### config.mk
export PLATFORM = sky130hd
export DESIGN_NAME = sensor_frame_parser_core
export DESIGN_NICKNAME = d
export VERILOG_FILES = /design/src/hw/rtl/sfp_pkg.sv /design/src/hw/rtl/sfp_ram.sv /design/src/hw/rtl/sfp_collect.sv /design/src/hw/rtl/sfp_drain.sv /design/src/hw/rtl/sensor_frame_parser_core.sv
export SDC_FILE = /design/constraint.sdc
export NUM_CORES = 1
export LEC_CHECK = 0
export BUFFER_PORTS_ARGS = -buffer_cell sky130_fd_sc_hd__buf_2
export CORE_MARGIN = 4
export CORE_UTILIZATION = 65
export CTS_CLUSTER_DIAMETER = 60
export DETAILED_ROUTE_END_ITERATION = 16
export PLACE_DENSITY = 0.89
export SYNTH_ARGS = -nofsm -noshare
export SYNTH_HDL_FRONTEND = slang
export SYNTH_SLANG_ARGS = --single-unit
### constraint.sdc
create_clock -name clk -period 6.2 [get_ports clk]
set_clock_uncertainty 0.15 [all_clocks]
set_input_delay 0.93 -clock clk [delete_from_list [all_inputs] [get_ports clk]]
set_output_delay 0.93 -clock clk [all_outputs]
set_load 0.05 [all_outputs]
### src/hw/rtl/sfp_pkg.sv
// ----------------------------------------------------------------------------
// sfp_pkg
// Shared types and constants for the sensor frame parser: the payload
// structs of the byte and result channels and the frame layout constants.
// ----------------------------------------------------------------------------
package sfp_pkg;

  localparam int COUNT_W       = 6;
  localparam int SUM_W         = 16;
  localparam int WORD_W        = 16;
  localparam int PAYLOAD_START = 4;
  localparam int PM25_WORD     = 1;

  localparam logic [7:0] HEAD_FIRST  = 8'h42;
  localparam logic [7:0] HEAD_SECOND = 8'h4d;

  localparam logic [1:0] STATUS_GOOD    = 2'd0;
  localparam logic [1:0] STATUS_BAD_HDR = 2'd1;
  localparam logic [1:0] STATUS_BAD_SUM = 2'd2;

  typedef logic [3:0] word_index_t;

  typedef struct packed {
    logic [7:0] rx_byte;
    logic       idle_gap;
  } byte_item_t;

  typedef struct packed {
    logic [1:0]        status;
    word_index_t       word_index;
    logic [WORD_W-1:0] word_value;
    logic              pm25_changed;
    logic              last;
  } result_item_t;

  // verdict of a completed frame, valid for one cycle
  typedef struct packed {
    logic       valid;
    logic [1:0] status;
  } frame_end_t;

endpackage

### src/hw/rtl/sfp_ram.sv
// ----------------------------------------------------------------------------
// sfp_ram
// Generic single-clock RAM, one write port and one read port, registered
// read data.
// ----------------------------------------------------------------------------
module sfp_ram #(
  parameter int WIDTH = 16,
  parameter int DEPTH = 13,
  localparam int AW   = (DEPTH > 1) ? $clog2(DEPTH) : 1
) (
  input  logic             clk,
  input  logic             wr_en,
  input  logic [AW-1:0]    wr_addr,
  input  logic [WIDTH-1:0] wr_data,
  input  logic             rd_en,
  input  logic [AW-1:0]    rd_addr,
  output logic [WIDTH-1:0] rd_data
);

  logic [WIDTH-1:0] mem [DEPTH];

  always_ff @(posedge clk) begin
    if (wr_en) begin
      mem[wr_addr] <= wr_data;
    end
    if (rd_en) begin
      rd_data <= mem[rd_addr];
    end
  end

endmodule

### src/hw/rtl/sfp_collect.sv
// ----------------------------------------------------------------------------
// sfp_collect
// Byte side of the parser: counts frame position, keeps the running sum and
// header check, assembles payload words into the word RAM and reports the
// frame verdict on the last byte.
// ----------------------------------------------------------------------------
module sfp_collect #(
  parameter int FRAME_BYTES = 32,
  parameter int WORD_COUNT  = 13,
  localparam int AW         = (WORD_COUNT > 1) ? $clog2(WORD_COUNT) : 1
) (
  input  logic                        clk,
  input  logic                        rst,
  input  logic                        take,
  input  sfp_pkg::byte_item_t         item,
  output logic                        at_end,
  output logic                        wr_en,
  output logic [AW-1:0]               wr_addr,
  output logic [sfp_pkg::WORD_W-1:0]  wr_data,
  output sfp_pkg::frame_end_t         frame_end
);

  import sfp_pkg::*;

  localparam logic [COUNT_W-1:0] LAST_POS    = COUNT_W'(FRAME_BYTES - 1);
  localparam logic [COUNT_W-1:0] SUM_END     = COUNT_W'(FRAME_BYTES - 2);
  localparam logic [COUNT_W-1:0] PAY_START   = COUNT_W'(PAYLOAD_START);
  localparam logic [COUNT_W-1:0] PAY_END     = COUNT_W'(PAYLOAD_START + 2 * WORD_COUNT);

  logic [COUNT_W-1:0] byte_count;
  logic [SUM_W-1:0]   running_sum;
  logic               header_bad;
  logic [7:0]         high_byte_hold;
  logic [7:0]         checksum_high;

  logic [COUNT_W-1:0] pay_off;
  logic               in_payload;
  logic               header_bad_next;
  logic [SUM_W-1:0]   running_sum_next;
  logic               byte_take;

  assign byte_take  = take && !item.idle_gap;
  assign at_end     = (byte_count == LAST_POS);
  assign pay_off    = byte_count - PAY_START;
  assign in_payload = (byte_count >= PAY_START) && (byte_count < PAY_END);

  always_comb begin
    header_bad_next = header_bad
                    || ((byte_count == COUNT_W'(0)) && (item.rx_byte != HEAD_FIRST))
                    || ((byte_count == COUNT_W'(1)) && (item.rx_byte != HEAD_SECOND));
    running_sum_next = running_sum;
    if (byte_count < SUM_END) begin
      running_sum_next = running_sum + SUM_W'(item.rx_byte);
    end
  end

  // odd payload offset completes a word
  assign wr_en   = byte_take && in_payload && pay_off[0];
  assign wr_addr = pay_off[AW:1];
  assign wr_data = {high_byte_hold, item.rx_byte};

  always_comb begin
    frame_end.valid  = byte_take && at_end;
    frame_end.status = STATUS_GOOD;
    if (header_bad_next) begin
      frame_end.status = STATUS_BAD_HDR;
    end else if ({checksum_high, item.rx_byte} != running_sum) begin
      frame_end.status = STATUS_BAD_SUM;
    end
  end

  always_ff @(posedge clk) begin
    if (rst) begin
      byte_count     <= '0;
      running_sum    <= '0;
      header_bad     <= 1'b0;
      high_byte_hold <= '0;
      checksum_high  <= '0;
    end else if (take) begin
      if (item.idle_gap || at_end) begin
        byte_count  <= '0;
        running_sum <= '0;
        header_bad  <= 1'b0;
      end else begin
        byte_count  <= byte_count + COUNT_W'(1);
        running_sum <= running_sum_next;
        header_bad  <= header_bad_next;
        if (in_payload && !pay_off[0]) begin
          high_byte_hold <= item.rx_byte;
        end
        if (byte_count == SUM_END) begin
          checksum_high <= item.rx_byte;
        end
      end
    end
  end

endmodule

### src/hw/rtl/sfp_drain.sv
// ----------------------------------------------------------------------------
// sfp_drain
// Result side of the parser: on a good frame reads the PM2.5 word, updates
// the change flag, then reads every payload word from the RAM into the
// result register. A bad frame loads a single error result.
// ----------------------------------------------------------------------------
module sfp_drain #(
  parameter int WORD_COUNT = 13,
  localparam int AW        = (WORD_COUNT > 1) ? $clog2(WORD_COUNT) : 1
) (
  input  logic                        clk,
  input  logic                        rst,
  input  sfp_pkg::frame_end_t         frame_end,
  output logic                        idle,
  output logic                        rd_en,
  output logic [AW-1:0]               rd_addr,
  input  logic [sfp_pkg::WORD_W-1:0]  rd_data,
  output logic                        result_valid,
  input  logic                        result_ready,
  output sfp_pkg::result_item_t       result_item
);

  import sfp_pkg::*;

  localparam logic [2:0] ST_IDLE   = 3'd0;
  localparam logic [2:0] ST_PM_RD  = 3'd1;
  localparam logic [2:0] ST_PM_CMP = 3'd2;
  localparam logic [2:0] ST_W_RD   = 3'd3;
  localparam logic [2:0] ST_W_LD   = 3'd4;

  localparam logic [AW-1:0] PM_ADDR  = AW'(PM25_WORD);
  localparam logic [AW-1:0] LAST_IDX = AW'(WORD_COUNT - 1);

  logic [2:0]        state;
  logic [AW-1:0]     idx;
  logic              changed;
  logic [WORD_W-1:0] previous_pm25;
  logic              slot_free;
  logic              result_load;

  assign idle      = (state == ST_IDLE);
  assign slot_free = !result_valid || result_ready;
  assign rd_en     = (state == ST_PM_RD) || ((state == ST_W_RD) && slot_free);
  assign rd_addr   = (state == ST_PM_RD) ? PM_ADDR : idx;

  // a new result enters the register at this edge
  assign result_load = ((state == ST_IDLE) && frame_end.valid
                        && (frame_end.status != STATUS_GOOD))
                     || (state == ST_W_LD);

  always_ff @(posedge clk) begin
    if (rst) begin
      state         <= ST_IDLE;
      idx           <= '0;
      changed       <= 1'b0;
      previous_pm25 <= '0;
      result_valid  <= 1'b0;
    end else begin
      if (result_load) begin
        result_valid <= 1'b1;
      end else if (result_valid && result_ready) begin
        result_valid <= 1'b0;
      end
      unique case (state)
        ST_IDLE: begin
          if (frame_end.valid) begin
            if (frame_end.status != STATUS_GOOD) begin
              result_item.status        <= frame_end.status;
              result_item.word_index    <= '0;
              result_item.word_value    <= '0;
              result_item.pm25_changed  <= 1'b0;
              result_item.last          <= 1'b1;
            end else begin
              idx     <= '0;
              changed <= 1'b0;
              state   <= (WORD_COUNT > PM25_WORD) ? ST_PM_RD : ST_W_RD;
            end
          end
        end
        ST_PM_RD: begin
          state <= ST_PM_CMP;
        end
        ST_PM_CMP: begin
          changed       <= (rd_data != previous_pm25);
          previous_pm25 <= rd_data;
          state         <= ST_W_RD;
        end
        ST_W_RD: begin
          // read only when the result register frees up at this edge
          if (slot_free) begin
            state <= ST_W_LD;
          end
        end
        ST_W_LD: begin
          result_item.status       <= STATUS_GOOD;
          result_item.word_index   <= word_index_t'(idx);
          result_item.word_value   <= rd_data;
          result_item.pm25_changed <= changed;
          result_item.last         <= (idx == LAST_IDX);
          if (idx == LAST_IDX) begin
            state <= ST_IDLE;
          end else begin
            idx   <= idx + AW'(1);
            state <= ST_W_RD;
          end
        end
        default: begin
          state <= ST_IDLE;
        end
      endcase
    end
  end

endmodule

### src/hw/rtl/sensor_frame_parser_core.sv
// ----------------------------------------------------------------------------
// sensor_frame_parser_core
// Gathers fixed-length sensor frames from serial bytes, checks header and
// additive checksum, and streams out the payload words or an error result.
//
//   channel  direction  handshake                    payload
//   byte     in         byte_valid / byte_ready      byte_item   (byte_item_t)
//   result   out        result_valid / result_ready  result_item (result_item_t)
//
// Bytes and idle gaps are taken while no frame is being drained.
// A good frame holds off the byte channel while it drains, longer under
// any result stall: one RAM read for the PM2.5 word, then one read per word
// into the result register. A bad frame loads one result and does not stall.
// The last byte of a frame waits while a previous result is still unclaimed.
// Synchronous reset; no clearing pass, the word RAM needs no init.
// ----------------------------------------------------------------------------
module sensor_frame_parser_core #(
  parameter int FRAME_BYTES = 32,
  parameter int WORD_COUNT  = 13
) (
  input  logic                   clk,
  input  logic                   rst,
  input  logic                   byte_valid,
  output logic                   byte_ready,
  input  sfp_pkg::byte_item_t    byte_item,
  output logic                   result_valid,
  input  logic                   result_ready,
  output sfp_pkg::result_item_t  result_item
);

  import sfp_pkg::*;

  localparam int AW = (WORD_COUNT > 1) ? $clog2(WORD_COUNT) : 1;

  logic              take;
  logic              at_end;
  logic              drain_idle;
  logic              wr_en;
  logic [AW-1:0]     wr_addr;
  logic [WORD_W-1:0] wr_data;
  logic              rd_en;
  logic [AW-1:0]     rd_addr;
  logic [WORD_W-1:0] rd_data;
  frame_end_t        frame_end;

  // frame end needs the result register free by the same edge
  assign byte_ready = drain_idle && (!at_end || !result_valid || result_ready);
  assign take       = byte_valid && byte_ready;

  sfp_collect #(
    .FRAME_BYTES (FRAME_BYTES),
    .WORD_COUNT  (WORD_COUNT)
  ) u_collect (
    .clk       (clk),
    .rst       (rst),
    .take      (take),
    .item      (byte_item),
    .at_end    (at_end),
    .wr_en     (wr_en),
    .wr_addr   (wr_addr),
    .wr_data   (wr_data),
    .frame_end (frame_end)
  );

  sfp_ram #(
    .WIDTH (WORD_W),
    .DEPTH (WORD_COUNT)
  ) u_words (
    .clk     (clk),
    .wr_en   (wr_en),
    .wr_addr (wr_addr),
    .wr_data (wr_data),
    .rd_en   (rd_en),
    .rd_addr (rd_addr),
    .rd_data (rd_data)
  );

  sfp_drain #(
    .WORD_COUNT (WORD_COUNT)
  ) u_drain (
    .clk          (clk),
    .rst          (rst),
    .frame_end    (frame_end),
    .idle         (drain_idle),
    .rd_en        (rd_en),
    .rd_addr      (rd_addr),
    .rd_data      (rd_data),
    .result_valid (result_valid),
    .result_ready (result_ready),
    .result_item  (result_item)
  );

endmodule

After elaboration in Yosys (flattened, before gate mapping)
Memory sizes are Yosys's and may differ from the RTL's. A register that Yosys moved wholly into a read port is not among the register bits.
Index checks and enable logic that the tools add are counted.
{"block": "word_totals", "ff_bits": 88, "latchBits": 0, "ramBits": 208, "rom_bits": 0, "out_inout_bits": 26, "elab_cells": 107, "mem_count": 1}
{"memory": "u_words.mem", "words": 13, "word_bits": 16, "read_ports": 1, "rd_ports_with_merged_regs": 1, "write_ports": 1, "line": "sfp_ram.sv:20", "source": "logic [WIDTH-1:0] mem [DEPTH];"}
{"block": "op_classes", "addsub": 4, "n_mul": 0, "div_mod_pow": 0, "order_cmp": 2, "eq_ne": 17, "shifts": 0, "muxes": 26, "bitwise": 2, "n_reduce_logical": 40}
{"cell": "$mux W24", "n": 2}
{"cell": "$pmux W24 S2", "n": 1}
{"cell": "$mux W16", "n": 2}
{"cell": "$ne A16 B16 Y1", "n": 2}
{"cell": "$add A16 B8 Y16", "n": 1}
{"cell": "$mux W4", "n": 4}
{"cell": "$ne A8 B7 Y1 const B", "n": 2}
{"cell": "$pmux W3 S5", "n": 1}
{"cell": "$logic_and A1 B1 Y1", "n": 14}
{"cell": "$eq A6 B5 Y1 const B", "n": 2}
{"cell": "$reduce_and A3 Y1", "n": 4}
{"cell": "$reduce_bool A2 Y1", "n": 5}
{"cell": "$mux W3", "n": 3}
{"cell": "$logic_or A1 B1 Y1", "n": 8}
{"cell": "$pmux W4 S2", "n": 1}
{"cell": "$reduce_and A4 Y1", "n": 2}
{"cell": "$mux W1", "n": 7}
{"cell": "$add A6 B1 Y6 const B", "n": 1}
{"cell": "$eq A3 B2 Y1 const B", "n": 2}
{"cell": "$eq A6 B1 Y1 const B", "n": 1}
{"cell": "$ge A6 B3 Y1 const B", "n": 1}
{"cell": "$logic_not A6 Y1", "n": 1}
{"cell": "$lt A6 B5 Y1 const B", "n": 1}
{"cell": "$mux W2", "n": 3}
{"cell": "13 further kinds", "n": 20}

Logic depth before layout (Yosys ltp)
Gate-level depths: netlist (run 1).
{"block": "logic_depth", "ltp_word": 12, "mapped_depth": 9}

By module
From an unflattened synthesis (run 1), not the netlist that was laid out.
{"block": "hier_totals", "hier_cells": 840, "hier_area_um2": 12988.7}
{"module": "sfp_ram", "n_inst": 1, "cells_per_inst": 361, "area_per_inst_um2": 8490.6}
{"module": "sfp_collect", "n_inst": 1, "cells_per_inst": 264, "area_per_inst_um2": 2321.0}
{"module": "sfp_drain", "n_inst": 1, "cells_per_inst": 212, "area_per_inst_um2": 2157.1}
{"module": "sensor_frame_parser_core", "n_inst": 1, "cells_per_inst": 3, "area_per_inst_um2": 20.0}

Least setup slack after synthesis (run 1)
No wires, ideal clock.
{"block": "synth_timing", "path_type": "input to register", "start": "input port result_ready", "end": "memory u_words.mem[12][0], enable pin", "setup_time_ns": 0.409, "arrival_time_ns": 3.293, "required_ns": 5.641, "setup_slack_ns": 2.348, "path_stages": 5, "path_buffers": 0, "path_cell_list": "nor2b_1 > a21oi_2 > nand4_1 > or3_1 > nor3_1"}
{"block": "synth_between", "elab_chain_cells": 8}
{"item": "start, declared", "line": "sensor_frame_parser_core.sv:27", "source": "input logic result_ready,"}
{"item": "$logic_or A1 B1 Y1", "line": "sensor_frame_parser_core.sv:47", "source": "assign byte_ready = drain_idle && (!at_end || !result_valid || result_ready);"}
{"item": "$logic_and A1 B1 Y1", "line": "sensor_frame_parser_core.sv:47"}
{"item": "named net byte_ready", "line": "sensor_frame_parser_core.sv:24", "source": "output logic byte_ready,"}
{"item": "$logic_and A1 B1 Y1", "line": "sensor_frame_parser_core.sv:48", "source": "assign take = byte_valid && byte_ready;"}
{"item": "$logic_and A1 B1 Y1", "line": "sfp_collect.sv:42", "source": "assign byte_take = take && !item.idle_gap;"}
{"item": "$logic_and A1 B1 Y1 (2 in a row)", "line": "sfp_collect.sv:58", "source": "assign wr_en = byte_take && in_payload && pay_off[0];"}
{"item": "$mux W1", "line": "sfp_ram.sv:23", "source": "if (wr_en) begin"}
{"item": "$mux W1 (implied by the code)", "line": "sfp_ram.sv:24", "source": "mem[wr_addr] <= wr_data;"}
{"item": "end, declared", "line": "sfp_ram.sv:20"}
The timed path passes the listed nets, and every way through them passes these cells.

Worst setup path in the final report (run 1)
{"block": "layout_timing", "start": "input port byte_item[4] (netlist name)", "end": "register, netlist name u_drain.result_item[11]"}
{"block": "layout_between", "elab_chain_cells": 8, "elab_cells_between_ends": 12, "cone_classes": "eq/ne (4); mux (2); reduce/logical (6)"}
{"item": "start, declared", "line": "sensor_frame_parser_core.sv:25", "source": "input sfp_pkg::byte_item_t byte_item,"}
{"item": "$ne A8 B7 Y1", "line": "sfp_collect.sv:49", "source": "|| ((byte_count == COUNT_W'(0)) && (item.rx_byte != HEAD_FIRST))"}
{"item": "$logic_and A1 B1 Y1", "line": "sfp_collect.sv:49"}
{"item": "$logic_or A1 B1 Y1", "line": "sfp_collect.sv:49"}
{"item": "$logic_or A1 B1 Y1", "line": "sfp_collect.sv:50", "source": "|| ((byte_count == COUNT_W'(1)) && (item.rx_byte != HEAD_SECOND));"}
{"item": "$mux W2 *", "line": "sfp_collect.sv:65", "source": "if (header_bad_next) begin"}
{"item": "$reduce_bool A2 Y1 *", "line": "sfp_drain.sv:67", "source": "if (frame_end.status != STATUS_GOOD) begin"}
{"item": "$ne A2 B1 Y1 (no source line) *"}
{"item": "$reduce_and A4 Y1 (no source line) *"}
Every way passes the cells marked *; elsewhere a longest branch is shown, timed or not.
A chain may end at the register's enable or synchronous reset.

==> flow_metrics.tcl, run 1 <==
set metrics [dict create \
    synth_edf_count 248 \
    n_antenna_cell 0 \
    fin_cells 1267 \
    clk_pin_slew_ps 60 \
    synth_compound_area_share_pct 9.77 \
    post_cts_resized 0 \
    yosys.area_share.simple_pct 10.3 \
    power_leakage_nw 4.71 \
    startpoint_type "input pin" \
    clk_latency_ps 550 \
    final_area_mm2 0.0145 \
    drv_cap 0 \
    p_comb_share_pct 1.7 \
    setup_viol 0 \
    power-per-cell-area_mw_per_mm2 289 \
    syn-num-nets 972 \
    seqCellArea_mm2 0.00873 \
    drc_errors 0 \
    cts_tree "done" \
    place_worst_setup_slack_ps 2100 \
    nNetsFinal 1008 \
    clock.fmax_mhz 284 \
    fillers 1169 \
    cts_buffers 31 \
    drive_gt1_share_pct 16.1 \
    wl_per_cell_um 22.4 \
    placed_cell_area_mm2 0.0134 \
    htree_levels 1 \
    cp-end-kind "register" \
    synth-main-ff-cell "edfxtp_1" \
    postCtsSetupRepairBufs 0 \
    grt_setup_unrepaired "no" \
    syn_area_per_cell_um2 13.9 \
    synth.area.mux_share_pct 6.67 \
    layout_commonest_cell "edfxtp_1" \
    core-area_mm2 0.0196 \
    vdd_drop_max_v 0.000285 \
    cts_hold_buf 0 \
    cts-root-buf "clkbuf_16" \
    final_util_pct 73.8 \
    critPathKind "in -> reg" \
    relSlewSlack_pct 23.0 \
    clock-sinks 312 \
    die-height_um 150 \
    multi_input_area_mm2 0.00404 \
    power.net_switching_mw 0.810 \
    whs_ps 321 \
    clkPwrFrac_pct 44.5 \
    cp.required_ps 6250 \
    swShare_pct 19.4 \
    path_cells "buf_2 > ha_1 > or4_1 > nor4_2 > nand3_1 > o41ai_2 > a21oi_2" \
    ys_seq_elements 312 \
    grt_antenna_before_repair 0 \
    port_buffers 38 \
    min_path_type "reg -> reg" \
    critical_path.slowest_cell "or4_1" \
    firstDrtPassIters 6 \
    die-area_mm2 0.0224 \
    grt_max_degree 53 \
    ys_seq_area_share_pct 66.9 \
    rows 51 \
    period_needed_ps 3520 \
    start_util_pct 66.6 \
    cp_max_fo 24 \
    drv_slew 0 \
    period_share_pct 56.7 \
    fp.dieW_um 150 \
    io_pins 39 \
    yosysWarnings 0 \
    fin_tns_setup_ps 0 \
    grt-ovfl-total 0 \
    synthArstFlopShare_pct 0 \
    critPathBufInv 1 \
    drtIter0Drc 1035 \
    placedCellCount 1209 \
    first_global_vias 7954 \
    postRouteAntennaNets 0 \
    grt_pass1_wl_um 44600 \
    cts_buffer_depth 3 \
    total_power_mw 4.18 \
    detail_route.vias_per_cell 6.41 \
    areaGrowthSynthToFinish_pct 10.9 \
    crit_path_max_incr_delay_ps 580 \
    synth_top_family_by_area "simple AND/OR/NAND/NOR gates" \
    synth_area_mm2 0.0130 \
    synth_fa_ha_area_share_pct 1.78 \
    status "complete, no violations" \
    routabilityCongestion 0.866 \
    worst_slack_ps 2680 \
    internal_power_mw 3.37 \
    drt-total-wl_um 28400 \
    dp_hpwl_um 17000 \
    final_cell_mix "248 x edfxtp_1, 66 x nand2_1, 64 x dfxtp_1" \
    critPathArrivalTime_ps 3570 \
    synth_cells 941 \
    yosys.cell_types.count 61 \
    grt_util_all_layers_pct 25.9 \
    synth-xor-area-share_pct 2.28 \
    vias 8123 \
    seqPwrFrac_pct 53.8 \
    worstMarginPinSlew_ps 1160 \
    cp_top_family "simple AND/OR/NAND/NOR gates" \
    hold_viol_final 0 \
]
-- path summary, 6_finish.rpt --
kind,from,endpoint,slack (ps),depth (start not counted)
setup / recovery,byte_item[4],u_drain.result_item[11],2680,7
hold / removal,u_drain.previous_pm25[0],u_drain.previous_pm25[0],320,2
setup reg to reg,u_drain.state[2],u_words.mem[4][13],2740,6
hold reg to reg,u_drain.previous_pm25[0],u_drain.previous_pm25[0],320,2
-- routing by layer --
layer / global-route usage [%] / wire length [µm]
met3: 4.42 / 2590
met1: 36.0 / 11100
met2: 43.0 / 13900
met5: 0 / 0
met4: 7.27 / 758
-- power by group through the flow --
stage | registers [mW] | logic, mW | clock network, mW
2_1_floorplan | 2.29 | 0.0405 | 0
3_3_place_gp | 2.29 | 0.0682 | 0
3_5_place_dp | 2.29 | 0.0706 | 0
4_1_cts | 2.25 | 0.0712 | 1.87
5_1_grt | 2.24 | 0.0802 | 1.98
6_report | 2.25 | 0.0717 | 1.86
-- registers in the layout, summed over array words and instances (netlist names) --
register / cells
u_drain.result_valid: 1
u_drain.idx: 4
u_drain.result_item: 24
u_collect.checksum_high: 8
u_words.mem: 208
u_words.rd_data: 16
u_drain.previous_pm25: 16
u_collect.byte_count: 6
u_drain.state: 3
u_collect.high_byte_hold: 8
u_collect.running_sum: 16
u_collect.header_bad: 1
u_drain.changed: 1
-- cells by family after synthesis --
family | Yosys count
XOR/XNOR | 34
adder cells (fa/ha/maj) | 18
flip-flops | 312
AO/OA/AOI/OAI | 193
AND/OR/NAND/NOR | 257
multiplexers | 65
buffers and inverters | 62
-- worst register-to-register path, cell delays in order, from the launching register on --
cell and delay, ps:
dfxtp_1 550, or3_4 520, a21oi_2 170, nand4_1 190
or3_1 450, nor2_1 760, buf_4 370
-- cell type report --
type | instances | share of cell area, %
Sequential cell | 312 | 60.3
Inverter | 12 | 0.311
Clock buffer | 42 | 5.72
Clock inverter | 16 | 1.33
Tap cell | 265 | 2.29
Timing Repair Buffer | 53 | 2.09
Multi-Input combinational cell | 567 | 27.9
-- cell usage after synthesis, drive strengths merged, types with 2 or more instances --
| cell | number | share of area (%) |
|---|---|---|
| o2111ai | 3 | 0.20 |
| o41ai | 3 | 0.26 |
| dfxtp | 64 | 9.8 |
| a211oi | 33 | 1.9 |
| nand2 | 68 | 2.0 |
| edfxtp | 248 | 57 |
| xnor2 | 5 | 0.34 |
| mux2i | 33 | 2.5 |
| mux4 | 16 | 2.8 |
| nor2b | 3 | 0.14 |
| mux2 | 16 | 1.4 |
| or4 | 5 | 0.29 |
| and2 | 20 | 1.0 |
| nand4b | 3 | 0.20 |
| a21oi | 70 | 3.0 |
| or3b | 2 | 0.15 |
| o31a | 16 | 1.1 |
| nor4 | 7 | 0.38 |
| o21ai | 31 | 1.2 |
| and4b | 2 | 0.15 |
| inv | 10 | 0.29 |
| nand2b | 6 | 0.29 |
| ha | 17 | 1.6 |
| nor2 | 58 | 1.7 |
| or3 | 15 | 0.76 |
| buf | 21 | 1.1 |
| xor2 | 29 | 1.9 |
| o21bai | 5 | 0.29 |
| nor3 | 6 | 0.27 |
| clkinv | 2 | 0.058 |
| a31oi | 19 | 1.0 |
| clkbuf | 29 | 0.83 |
| nand4 | 8 | 0.38 |
| nand3 | 14 | 0.54 |
| or4b | 2 | 0.15 |
| a22oi | 6 | 0.35 |
| and3 | 36 | 1.7 |
(Power assumes the default switching activity.)
==> run 2, diff against run 1 <==
--- a/config.mk
+++ b/config.mk
@@ -7,10 +7,10 @@
 export LEC_CHECK = 0
 export BUFFER_PORTS_ARGS = -buffer_cell sky130_fd_sc_hd__buf_2
 export CORE_MARGIN = 4
-export CORE_UTILIZATION = 65
+export CORE_UTILIZATION = 56
 export CTS_CLUSTER_DIAMETER = 60
 export DETAILED_ROUTE_END_ITERATION = 16
-export PLACE_DENSITY = 0.89
+export PLACE_DENSITY = 0.82
 export SYNTH_ARGS = -nofsm -noshare
 export SYNTH_HDL_FRONTEND = slang
 export SYNTH_SLANG_ARGS = --single-unit
==> constraint.sdc (replaced) <==
create_clock -name clk -period 3.1 [get_ports clk]
set_clock_uncertainty 0.15 [all_clocks]
set_input_delay 0.465 -clock clk [delete_from_list [all_inputs] [get_ports clk]]
set_output_delay 0.465 -clock clk [all_outputs]
set_load 0.05 [all_outputs]
==> run 2 against run 1 <==
- sequential cell count stayed put
- register-to-register slack got worse by 2500 ps
- wire length is 3.0% higher
- sequential power grew 100%
- total power grew 100%
- die area increased by 15%
- setup slack lost 2400 ps
- sequential share of layout area decreased by 1.5 points
- first-iteration DRC count fell by 31%
- hold slack got worse by 140 ps
- final cell count rose by 6.6%
- critical endpoint is now u_drain.result_item[8]
- design area rose by 2.5%
==> flow_metrics.tcl, run 2 (synthesized netlist as in run 1, its figures left out) <==
set metrics [dict create \
    status "complete, no violations" \
    nNetsFinal 1045 \
    hold_start "byte_item[0]" \
    largest_register "u_words.mem" \
    cts-root-buf "clkbuf_16" \
    top_regs "u_words.mem: 208 flops, u_drain.result_item: 24 flops" \
    cp.required_ps 3250 \
    core-area_mm2 0.0228 \
    cts_buffers 30 \
    startpoint_type "register" \
    power-per-cell-area_mw_per_mm2 563 \
    whs_ps 181 \
    postCtsSetupRepairBufs 0 \
    grt_max_degree 37 \
    relSlewSlack_pct 37.1 \
    drtIter0Drc 716 \
    power_leakage_nw 4.92 \
    postRouteAntennaNets 0 \
    port_buffers 38 \
    clock.fmax_mhz 355 \
    largest_reg_flops 208 \
    rows 55 \
    grt_pass1_wl_um 45400 \
    cp_top_family "simple AND/OR/NAND/NOR gates" \
    rr_endpoint "u_drain.result_item[8]" \
    start_util_pct 57.3 \
    multi_input_area_mm2 0.00404 \
    routabilityCongestion 0.863 \
    areaGrowthSynthToFinish_pct 13.7 \
    critical_path.slowest_cell "or4_1" \
    vdd_drop_max_v 0.000365 \
    critPathArrivalTime_ps 2970 \
    clock-sinks 312 \
    layout_commonest_cell "edfxtp_1" \
    place_worst_setup_slack_ps -19.5 \
    critPathKind "reg -> reg" \
    fp.dieW_um 161 \
    total_power_mw 8.35 \
    clk_latency_ps 550 \
    io_pins 39 \
    setup_viol 0 \
    drive_gt1_share_pct 19.1 \
    min_path_type "in -> reg" \
    detail_route.vias_per_cell 6.09 \
    cp-startpoint "u_collect.running_sum[4]" \
    htree_levels 1 \
    rr_worst_depth 8 \
    final_cell_mix "248 x edfxtp_1, 66 x nand2_1, 64 x dfxtp_1" \
    path_cells "ha_1 > or4_1 > nor4_2 > buf_4 > nand3_1 > o41ai_2 > a21oi_2 > buf_12" \
    fillers 1592 \
    period_share_pct 91.0 \
    hold_end "u_collect.byte_count[4]" \
    crit_path_max_incr_delay_ps 590 \
    drt-total-wl_um 29300 \
    hold_viol_final 0 \
    grt-ovfl-total 0 \
    hold_depth 4 \
    drv_cap 0 \
    drc_errors 0 \
    r2r_slack_ps 280 \
    die-height_um 161 \
    drv_slew 0 \
    wl_per_cell_um 21.7 \
    worstMarginPinSlew_ps 940 \
    cts_buffer_depth 3 \
    worstReg2RegStart "u_collect.running_sum[4]" \
    n_antenna_cell 0 \
    vias 8232 \
    critPathBufInv 2 \
    period_needed_ps 2820 \
    die-area_mm2 0.0258 \
    dp_hpwl_um 18400 \
    cp_max_fo 24 \
    post_cts_resized 0 \
    grt_util_all_layers_pct 22.5 \
    cp-end-kind "register" \
    first_global_vias 8084 \
    seqCellArea_mm2 0.00873 \
    clk_pin_slew_ps 60 \
    firstDrtPassIters 5 \
    cts_hold_buf 0 \
    grt_antenna_before_repair 0 \
    worst_slack_ps 280 \
    grt_setup_unrepaired "no" \
    cts_tree "done" \
]
==> run 2: cell count changes in the layout (fill, tap and decap cells not counted) <==
cell / delta
clkbuf_8: +2
buf_12: +2
clkbuf_1: -1
clkinv_4: -1
buf_4: +36
clkinvlp_4: -3
clkinv_2: +1
inv_6: -1
inv_2: +1
==> run 2: stage by stage <==
stage	TNS, ps	utilization [%]	instance area, µm²	std cells
2_1_floorplan	-24170	-	13100	941
3_3_place_gp	0	60.7	13800	1295
3_5_place_dp	-430	60.7	13800	1295
4_1_cts	0	65.1	14800	1351
5_1_grt	0	65.1	14800	1351
6_report	0	65.1	14800	1351
==> run 2: metal layers <==
layer,vias to the layer above,GRT usage [%],part of all wire (%)
met4,0,6.10,2.7
met2,392,38.7,49
met1,4029,30.4,41
met3,71,3.08,7.8
li1,3740,-,-
met5,-,0,0
==> run 2: how the worst max path moves through the flow <==
stage	end	slack, ps	cells after the start
6_report	u_drain.result_item[8]	280	8
5_1_grt	u_drain.result_item[8]	150	8
4_1_cts	u_drain.result_item[8]	250	8
3_5_place_dp	u_drain.result_item[11]	-20	9
3_3_place_gp	u_drain.result_item[10]	7	9
2_1_floorplan	u_words.mem[0][0]	-190	6
==> run 2: power breakdown <==
| group | switching [mW] | internal, mW | total, mW | leakage, nW |
|---|---|---|---|---|
| clock | 1.46 | 2.23 | 3.69 | 0.499 |
| sequential | 0.00685 | 4.49 | 4.49 | 2.60 |
| combinational | 0.112 | 0.0587 | 0.171 | 1.82 |
| total | 1.58 | 6.77 | 8.35 | 4.92 |
==> run 2: cell type report <==
type / instances / area share (%)
clock buffer: 43 / 5.74
tap: 313 / 2.64
clock inverter: 13 / 1.09
timing repair buffer: 91 / 4.13
multi-input combinational: 567 / 27.2
inverter: 12 / 0.304
sequential: 312 / 58.9
==> run 2: worst register-to-register path, cell delays in order, from the launching register on <==
cell and delay (ps):
dfxtp_1 310, ha_1 280, or4_1 590, nor4_2 290
buf_4 180, nand3_1 120, o41ai_2 320, a21oi_2 130
buf_12 200
==> run 3, diff against run 2 <==
--- a/config.mk
+++ b/config.mk
@@ -7,10 +7,10 @@
 export LEC_CHECK = 0
 export BUFFER_PORTS_ARGS = -buffer_cell sky130_fd_sc_hd__buf_2
 export CORE_MARGIN = 4
-export CORE_UTILIZATION = 56
+export CORE_UTILIZATION = 65
 export CTS_CLUSTER_DIAMETER = 60
 export DETAILED_ROUTE_END_ITERATION = 16
-export PLACE_DENSITY = 0.82
+export PLACE_DENSITY = 0.89
 export SYNTH_ARGS = -nofsm -noshare
 export SYNTH_HDL_FRONTEND = slang
 export SYNTH_SLANG_ARGS = --single-unit
==> constraint.sdc (replaced) <==
create_clock -name clk -period 3.4 [get_ports clk]
set_clock_uncertainty 0.15 [all_clocks]
set_input_delay 0.51 -clock clk [delete_from_list [all_inputs] [get_ports clk]]
set_output_delay 0.51 -clock clk [all_outputs]
set_load 0.05 [all_outputs]
==> run 3 against run 2 <==
- wire length increased by 4.5%
- register-to-register slack improved by 290 ps
- sequential share of layout area is 0.64 points higher
- utilization grew 9.8 points
- design area is 1.1% lower
- maximum frequency down 0.39%
- largest power group unchanged
- via count is 3.8% higher
- hold slack got worse by 95 ps
- die area down 13%
- largest cell class unchanged
==> flow_metrics.tcl, run 3 (synthesized netlist as in run 1, its figures left out) <==
set metrics [dict create \
    hold_start "byte_item[2]" \
    total_power_mw 7.58 \
    grt-ovfl-total 0 \
    clock-sinks 312 \
    period_needed_ps 2830 \
    place_worst_setup_slack_ps 215 \
    worst_slack_ps 569 \
    path_cells "ha_1 > or4_1 > nor4_2 > buf_4 > nand3_1 > o41ai_2 > a21oi_2 > buf_12" \
    postCtsSetupRepairBufs 0 \
    routabilityCongestion 0.889 \
    final_cell_mix "248 x edfxtp_1, 66 x nand2_1, 64 x dfxtp_1" \
    cp-startpoint "u_collect.running_sum[3]" \
    grt_util_all_layers_pct 27.7 \
    io_pins 39 \
    drv_slew 0 \
    crit_path_max_incr_delay_ps 560 \
    worstReg2RegStart "u_collect.running_sum[3]" \
    vias 8547 \
    htree_levels 1 \
    grt_setup_unrepaired "no" \
    whs_ps 86.0 \
    grt_max_degree 51 \
    rows 51 \
    drc_errors 0 \
    nNetsFinal 1036 \
    period_share_pct 83.3 \
    vdd_drop_max_v 0.000407 \
    relSlewSlack_pct 33.9 \
    drt-total-wl_um 30600 \
    post_cts_resized 0 \
    cp-end-kind "register" \
    cp.required_ps 3560 \
    cts-root-buf "clkbuf_16" \
    cts_buffer_depth 3 \
    largest_reg_flops 208 \
    port_buffers 38 \
    clk_latency_ps 550 \
    start_util_pct 66.6 \
    clock.fmax_mhz 353 \
    status "complete, no violations" \
    cts_buffers 30 \
    layout_commonest_cell "edfxtp_1" \
    grt_pass1_wl_um 47600 \
    critical_path.slowest_cell "or4_1" \
    drv_cap 0 \
    clk_pin_slew_ps 60 \
    die-area_mm2 0.0224 \
    fp.dieW_um 150 \
    setup_viol 0 \
    wl_per_cell_um 23.6 \
    firstDrtPassIters 6 \
    cts_tree "done" \
    hold_viol_final 0 \
    largest_register "u_words.mem" \
    drive_gt1_share_pct 17.7 \
    fin_tns_setup_ps 0 \
    cp_max_fo 24 \
    power_leakage_nw 4.86 \
    critPathKind "reg -> reg" \
    die-height_um 150 \
    min_path_type "in -> reg" \
    drtIter0Drc 906 \
    postRouteAntennaNets 0 \
    startpoint_type "register" \
    first_global_vias 8335 \
    core-area_mm2 0.0196 \
    top_regs "u_words.mem: 208 flops, u_drain.result_item: 24 flops" \
    grt_antenna_before_repair 1 \
    detail_route.vias_per_cell 6.61 \
    cts_hold_buf 0 \
    power-per-cell-area_mw_per_mm2 517 \
    areaGrowthSynthToFinish_pct 12.4 \
    critPathArrivalTime_ps 2990 \
    worstMarginPinSlew_ps 988 \
    dp_hpwl_um 18600 \
    n_antenna_cell 0 \
]
## run 3: cell types whose count changed in the layout (fill, tap and decap cells not counted), sizes merged
| cell | previous run | this run |
|---|---|---|
| buf | 91 | 82 |
| clkbuf | 43 | 36 |
| clkinv | 10 | 16 |
| clkinvlp | 0 | 1 |
## run 3: worst paths after layout
kind | end | slack (ps) | cells after the start
min reg2reg | u_drain.previous_pm25[0] | 320 | 2
max | u_drain.result_item[11] | 570 | 8
min | u_words.mem[7][1] | 90 | 1
max reg2reg | u_drain.result_item[11] | 570 | 8
## run 3: worst max-delay path: cells and delay by family (launching register included)
kind,cells,cell delay (ps)
DFF,1,320
adders and majority gates,1,360
buffers and inverters,2,370
AOI/OAI and AO/OA,2,480
and+or+nand+nor,3,920
## run 3: layout make-up
cell class              count  area (µm²)
clock buffers              36         795
clock inverters            20         195
fillers                  1113        4920
inverters                  12        45.0
multi-input cells         567        4030
flip-flops and latches    312        8730
well taps                 265         332
repair buffers             82         546
## run 3: power by group
part           internal [mW]  switching, mW  total, mW
clock                   1.96           1.38       3.34
sequential              4.09        0.00647       4.10
combinational         0.0491         0.0984      0.148
total                   6.10           1.49       7.58
## run 3: metal layers
layer  wire length, µm  global-route usage (%)
met5                13                       0
met2             15300                    47.3
met4              1070                    8.51
met1             11000                    36.2
met3              3140                    5.69
## run 3: per-stage QoR
| step | std cells | area [µm²] | utilization [%] |
|---|---|---|---|
| 2_1_floorplan | 941 | 13100 | - |
| 3_3_place_gp | 1238 | 13700 | 69.8 |
| 3_5_place_dp | 1238 | 13700 | 69.8 |
| 4_1_cts | 1294 | 14700 | 74.9 |
| 5_1_grt | 1294 | 14700 | 74.9 |
| 6_report | 1294 | 14700 | 74.9 |
